### src/hw/rtl/skis_pkg.sv
// Shared types and codes for the sorted key index search block.
// No dependencies; imported by skis_store and sorted_key_index_search.
package skis_pkg;

    localparam int KEY_HALF_W = 56;
    localparam int KEY_W      = 2 * KEY_HALF_W;
    localparam int REC_W      = 4;
    localparam int TOT_W      = 5;
    localparam int STAT_W     = 2;

    localparam logic [STAT_W-1:0] STAT_OK        = 2'd0;
    localparam logic [STAT_W-1:0] STAT_NOT_FOUND = 2'd1;
    localparam logic [STAT_W-1:0] STAT_FULL      = 2'd2;

    localparam logic MODE_INSERT = 1'b0;
    localparam logic MODE_LOOKUP = 1'b1;

    typedef struct packed {
        logic [KEY_W-1:0] key;
        logic [REC_W-1:0] rec;
    } entry_t;

    typedef enum logic [2:0] {
        ST_IDLE,
        ST_INS_RD,
        ST_INS_CMP,
        ST_LK_RD,
        ST_LK_CMP
    } state_t;

endpackage

### src/hw/rtl/skis_store.sv
// Entry store: one write port and one read port with registered read data.
// Depends on skis_pkg for entry_t.
module skis_store
    import skis_pkg::*;
#(
    parameter int DEPTH = 16
) (
    input  logic                     clk,
    input  logic                     rd_en,
    input  logic [$clog2(DEPTH)-1:0] rd_addr,
    output entry_t                   rd_data,
    input  logic                     wr_en,
    input  logic [$clog2(DEPTH)-1:0] wr_addr,
    input  entry_t                   wr_data
);

    entry_t mem [DEPTH];

    always_ff @(posedge clk)
    begin
        if (wr_en)
        begin
            mem[wr_addr] <= wr_data;
        end
    end

    always_ff @(posedge clk)
    begin
        if (rd_en)
        begin
            rd_data <= mem[rd_addr];
        end
    end

endmodule

### src/hw/rtl/sorted_key_index_search.sv
// Sorted key index: insert into a sorted store, binary-search lookup.
// Insert walks down from the top, shifting each larger entry up a slot, then writes the key
// (a full store is answered with STAT_FULL); lookup binary-searches p <= ceil(log2(n+1)) probes.
// Each step is a registered store read followed by a compare.
// One item at a time; done strobes one cycle and cannot be stalled.
// Reset clears control and the entry count; store contents stay undefined.
module sorted_key_index_search
    import skis_pkg::*;
#(
    parameter int DEPTH = 16
) (
    input  logic                  clk,
    input  logic                  rst_n,
    input  logic                  start,
    output logic                  busy,
    input  logic                  mode,
    input  logic [KEY_HALF_W-1:0] key_hi,
    input  logic [KEY_HALF_W-1:0] key_lo,
    output logic                  done,
    output logic [STAT_W-1:0]     status,
    output logic [REC_W-1:0]      record_number,
    output logic [TOT_W-1:0]      entry_total
);

    localparam int AW = $clog2(DEPTH);
    localparam int CW = $clog2(DEPTH + 1);

    state_t            state_reg, state_next;
    logic [KEY_W-1:0]  key_reg, key_next;
    logic [AW-1:0]     slot_reg, slot_next;
    logic [AW-1:0]     mid_reg, mid_next;
    logic [CW-1:0]     low_reg, low_next;
    logic [CW-1:0]     hix_reg, hix_next;
    logic [CW-1:0]     count_reg, count_next;
    logic              done_reg, done_next;
    logic [STAT_W-1:0] status_reg, status_next;
    logic [REC_W-1:0]  rec_reg, rec_next;
    logic [TOT_W-1:0]  total_reg, total_next;

    logic              rd_en;
    logic [AW-1:0]     rd_addr;
    entry_t            rd_data;
    logic              wr_en;
    logic [AW-1:0]     wr_addr;
    entry_t            wr_data;

    logic              accept;
    logic              is_full;
    logic              range_open;
    logic [CW:0]       mid_sum;
    logic              stored_gt;
    logic              stored_lt;

    skis_store #(
        .DEPTH (DEPTH)
    ) u_store (
        .clk     (clk),
        .rd_en   (rd_en),
        .rd_addr (rd_addr),
        .rd_data (rd_data),
        .wr_en   (wr_en),
        .wr_addr (wr_addr),
        .wr_data (wr_data)
    );

    assign accept     = start && (state_reg == ST_IDLE);
    assign is_full    = (count_reg >= CW'(DEPTH));
    assign range_open = (low_reg < hix_reg);
    // floor((low + high) / 2) with high = hix - 1; only used while range is open
    assign mid_sum    = {1'b0, low_reg} + {1'b0, hix_reg} - (CW + 1)'(1);
    assign stored_gt  = (rd_data.key > key_reg);
    assign stored_lt  = (rd_data.key < key_reg);

    always_comb
    begin
        state_next = state_reg;
        unique case (state_reg)
            ST_IDLE:
            begin
                if (accept)
                begin
                    if (mode == MODE_LOOKUP)
                    begin
                        state_next = ST_LK_RD;
                    end
                    else if (!is_full)
                    begin
                        state_next = ST_INS_RD;
                    end
                end
            end
            ST_INS_RD:
            begin
                state_next = (slot_reg == '0) ? ST_IDLE : ST_INS_CMP;
            end
            ST_INS_CMP:
            begin
                state_next = stored_gt ? ST_INS_RD : ST_IDLE;
            end
            ST_LK_RD:
            begin
                state_next = range_open ? ST_LK_CMP : ST_IDLE;
            end
            ST_LK_CMP:
            begin
                state_next = (stored_gt || stored_lt) ? ST_LK_RD : ST_IDLE;
            end
            default:
            begin
                state_next = ST_IDLE;
            end
        endcase
    end

    always_comb
    begin
        key_next    = key_reg;
        slot_next   = slot_reg;
        mid_next    = mid_reg;
        low_next    = low_reg;
        hix_next    = hix_reg;
        count_next  = count_reg;
        done_next   = 1'b0;
        status_next = status_reg;
        rec_next    = rec_reg;
        total_next  = total_reg;
        rd_en       = 1'b0;
        rd_addr     = slot_reg - AW'(1);
        wr_en       = 1'b0;
        wr_addr     = slot_reg;
        wr_data     = rd_data;

        unique case (state_reg)
            ST_IDLE:
            begin
                if (accept)
                begin
                    key_next  = {key_hi, key_lo};
                    slot_next = count_reg[AW-1:0];
                    low_next  = '0;
                    hix_next  = count_reg;
                    if (mode == MODE_INSERT && is_full)
                    begin
                        done_next   = 1'b1;
                        status_next = STAT_FULL;
                        rec_next    = '0;
                        total_next  = TOT_W'(count_reg);
                    end
                end
            end
            ST_INS_RD:
            begin
                if (slot_reg == '0)
                begin
                    // bottom reached: new key goes first
                    wr_en       = 1'b1;
                    wr_data.key = key_reg;
                    wr_data.rec = REC_W'(count_reg);
                    count_next  = count_reg + CW'(1);
                    done_next   = 1'b1;
                    status_next = STAT_OK;
                    rec_next    = REC_W'(count_reg);
                    total_next  = TOT_W'(count_reg + CW'(1));
                end
                else
                begin
                    rd_en = 1'b1;
                end
            end
            ST_INS_CMP:
            begin
                wr_en = 1'b1;
                if (stored_gt)
                begin
                    // shift larger entry up one slot and keep walking down
                    slot_next = slot_reg - AW'(1);
                end
                else
                begin
                    wr_data.key = key_reg;
                    wr_data.rec = REC_W'(count_reg);
                    count_next  = count_reg + CW'(1);
                    done_next   = 1'b1;
                    status_next = STAT_OK;
                    rec_next    = REC_W'(count_reg);
                    total_next  = TOT_W'(count_reg + CW'(1));
                end
            end
            ST_LK_RD:
            begin
                rd_addr = mid_sum[AW:1];
                if (range_open)
                begin
                    rd_en    = 1'b1;
                    mid_next = mid_sum[AW:1];
                end
                else
                begin
                    done_next   = 1'b1;
                    status_next = STAT_NOT_FOUND;
                    rec_next    = '0;
                    total_next  = TOT_W'(count_reg);
                end
            end
            ST_LK_CMP:
            begin
                if (stored_gt)
                begin
                    hix_next = CW'(mid_reg);
                end
                else if (stored_lt)
                begin
                    low_next = CW'(mid_reg) + CW'(1);
                end
                else
                begin
                    done_next   = 1'b1;
                    status_next = STAT_OK;
                    rec_next    = rd_data.rec;
                    total_next  = TOT_W'(count_reg);
                end
            end
            default:
            begin
            end
        endcase
    end

    always_ff @(posedge clk or negedge rst_n)
    begin
        if (!rst_n)
        begin
            state_reg <= ST_IDLE;
            count_reg <= '0;
            done_reg  <= 1'b0;
        end
        else
        begin
            state_reg <= state_next;
            count_reg <= count_next;
            done_reg  <= done_next;
        end
    end

    always_ff @(posedge clk)
    begin
        key_reg    <= key_next;
        slot_reg   <= slot_next;
        mid_reg    <= mid_next;
        low_reg    <= low_next;
        hix_reg    <= hix_next;
        status_reg <= status_next;
        rec_reg    <= rec_next;
        total_reg  <= total_next;
    end

    assign busy          = (state_reg != ST_IDLE);
    assign done          = done_reg;
    assign status        = status_reg;
    assign record_number = rec_reg;
    assign entry_total   = total_reg;

endmodule
### config.mk
export PLATFORM = sky130hd
export DESIGN_NAME = sorted_key_index_search
export DESIGN_NICKNAME = d
export VERILOG_FILES = /design/src/hw/rtl/skis_pkg.sv /design/src/hw/rtl/skis_store.sv /design/src/hw/rtl/sorted_key_index_search.sv
export SDC_FILE = /design/constraint.sdc
export NUM_CORES = 2
export LEC_CHECK = 0
export BUFFER_PORTS_ARGS = -buffer_cell sky130_fd_sc_hd__buf_4
export CAP_MARGIN = 20
export CORE_MARGIN = 5
export CORE_UTILIZATION = 55
export CTS_BUF_LIST = sky130_fd_sc_hd__clkbuf_8
export DETAILED_ROUTE_END_ITERATION = 16
export PLACE_DENSITY_LB_ADDON = 0.3
export SETUP_SLACK_MARGIN = 0.02
export SLEW_MARGIN = 20
export SYNTH_ARGS = -nofsm -noshare
export SYNTH_HDL_FRONTEND = slang
export SYNTH_SLANG_ARGS = --single-unit
### constraint.sdc
create_clock -name clk -period 12.2 [get_ports clk]
set_input_delay 1.22 -clock clk [delete_from_list [all_inputs] [get_ports clk]]
set_output_delay 1.22 -clock clk [all_outputs]
set_load 0.01 [all_outputs]
==> qor.csv <==
metric;value;unit
status;complete, no violations;
PD cells;290;nW/um2
Ports;129;
Final nets;4532;
Synth top area share;75.9;%
R2R Path Start;u_store.rd_data[107];
clk_lat worst skew;1.00;ns
worst reg-to-reg setup slack;6.64;ns
mapped cell area;83600;um2
simple-gate portion of the synthesized area;1.96;%
Initial DRC Count;4297;
Peak VDD IR;0.000393;V
drt first pass iters;5;
cell depth of the worst min-delay path;1;
post-route insts no fill;6549;
max reg flops;1856;
antenna violations before repair;7;
Initial Util;55.2;%
die width;400;um
min Tclk post-route;5.56;ns
Synth Area in Compound Gates;2.64;%
Design Area, Final;93000;um2
Worst EP arrival;6.22;ns
skew final;0.0356;ns
vias in the first global route;41042;
maxcap violations;0;
Reg-to-Reg End;u_store.mem[9][34];
pre-CTS WS;6.63;ns
DR DRC count;0;
Crit-path slowest cell;nor2_8;
synth cell count leaders;2113 x edfxtp_1, 464 x mux4_2, 173 x a21oi_1;
core box area;152000;um2
clk sink count;2122;
main combinational cell family by area after synthesis;multiplexers;
DP Area;87200;um2
Reg clk slew, reported paths;0.06;ns
worst relative slew slack;26.6;%
register area share after synthesis;76.1;%
yosys warns;0;
synthesized net count;4183;
Reg2Reg Depth;10;
post-route clock period utilization;45.5;%
average size of a mapped cell;21.2;um2
grt ovf;0;
Rows;143;
FFs w/ async S/R, synth;0.424;%
antenna-violating nets left;0;
total track usage;23.0;%
worst slew pin tran;1.10;ns
Num CTS Buffers;336;
Fin Setup TNS;0;ns
Area growth syn-to-layout;11.2;%
CTS max path bufs;4;
worst setup path endpoint;u_store.mem[9][34];
via count;40094;
dominant cells by area after synthesis;edfxtp_1 76%, mux4_2 12%, ha_1 1.9%;
clk root buf;clkbuf_8;
GP Congestion;0.731;
CTS tree;built;
worst path cell trace;ha_1, nand4_1, or4_1, o41ai_1, a221oi_1, o211ai_2, a21oi_4, nor2_8, buf_4, mux2_1;
first-pass GRT wire length;268000;um
post-DR vias/cell;6.12;
post_cts resized;0;
DP Cell Count;5976;
CTS HTree Levels;5;
synthesized instance count;3936;
Die H;400;um
final setup fails;0;
Final Hold Vio Count;0;
# fillers;10342;
number of synthesized flops with an enable pin;2113;
proportion of layout cells with a drive suffix above 1;26.2;%
final worst-path setup slack;6.64;ns
die area;160000;um2
total wire length;182000;um
Top FF cell, synth;edfxtp_1;
fraction of the mapped netlist area in adder cells;1.97;%
Crit Path Category;reg2reg;
multiplexer share of the synthesized area;15.5;%
fin. max-slew vios;0;
#FFs+latches synth;2122;
crit path max fanout;40;
Setup crit end kind;register;
port buffer count;128;
DR WL/cell;27.7;um
startpoint types;register;
Min-Delay Startpoint;key_lo[17];
Synth cell types;57;
min-delay worst type;in2reg;
area leader, netlist;edfxtp_1;
slowest cell delay on critical path;0.83;ns
Crit path required time;12.86;ns
most frequently used cell type in the post-synthesis netlist;edfxtp_1;
largest net degree at the start of global routing;160;
HPWL after detailed placement;89800;um
maximum clock frequency;180;MHz
RSZ-0062 raised after global routing;no;
XOR/XNOR share of the synthesized area;0.147;%
Leak;30.8;nW
Worst Setup SP;u_store.rd_data[107];
[cells by family (layout without fill, tap and decap cells)]
kind of cell / count (synthesis) / count (layout)
and+or+nand+nor: 297 / 297
other: 0 / 1
DFF: 2122 / 2122
xor gates and xnor gates: 14 / 14
AOI/OAI and AO/OA: 355 / 355
adders and majority gates: 131 / 131
buffers and inverters: 318 / 900
muxes: 699 / 699
[per-layer routing]
layer | routed length [um] | part of all wire (%) | GRT usage [%] | up-vias
li1 | - | - | - | 17035
met1 | 73700 | 41 | 32.7 | 21101
met2 | 90100 | 50 | 37.3 | 1716
met3 | 14800 | 8.2 | 4.54 | 240
met4 | 2940 | 1.6 | 5.67 | 2
met5 | 13 | 0.0072 | 0 | -
[worst min-delay path by stage]
stage                   end
6_report        key_reg[17]
5_1_grt         key_reg[12]
4_1_cts         key_reg[17]
3_5_place_dp   count_reg[4]
3_3_place_gp   count_reg[4]
2_1_floorplan  count_reg[4]
[report_power, final]
part / switching, W / internal [W]
combinational: 0.00614 / 0.00454
sequential: 0.000330 / 0.0106
clock: 0.00261 / 0.00271
[cell usage in the layout, fill, tap and decap left out, types with 9 or more instances in the layout]
cell type  instances
inv_1            232
mux4_2           464
mux2_1            10
nor2_4            12
a211oi_1         117
clkinv_2          29
nand4_1           31
nand3_1           12
a21oi_1          171
mux2i_1          116
mux2_2            99
dfrtp_1            9
nor4_1             9
buf_12            15
mux2_4            10
nand2b_1           9
xnor2_1           11
nor2b_1          118
o21ai_0           26
nor2_1            17
buf_4            181
nand2_1           57
clkinv_1          84
edfxtp_1        2113
ha_1             130
clkbuf_8         345
[stage by stage]
step	total power (W)	hold WS, ns	util [%]
floorplan	0.0192	0.494	-
global placement	0.0216	0.523	57.5
detailed placement	0.0219	0.542	57.5
CTS	0.0272	0.279	61.4
global route	0.0284	0.305	61.4
finish	0.0270	0.389	61.4
[critical path: cells and delay by family, from the launching register on]
kind / cells / cell delay, ns
and+or+nand+nor: 3 / 1.73
adders and majority gates: 1 / 0.33
DFF: 1 / 0.39
buffers and inverters: 1 / 0.78
muxes: 1 / 0.57
AOI/OAI and AO/OA: 4 / 1.34
[final cells by class]
class	instances	area, um2	area share [%]
inverters	131	497	0.534
flip-flops and latches	2122	63700	68.5
clock inverters	226	1040	1.12
clock buffers	345	4750	5.11
diodes	1	2.50	0.00269
repair buffers	198	1700	1.82
well taps	2030	2540	2.73
multi-input cells	1496	18800	20.2
[what timing repair did]
action,4_1_cts,5_1_grt
hold buffers,1,0
setup endpoints to repair,0,0
setup buffers,0,0
endpoints found under the hold margin,9,0
(Power assumes the default switching activity.)
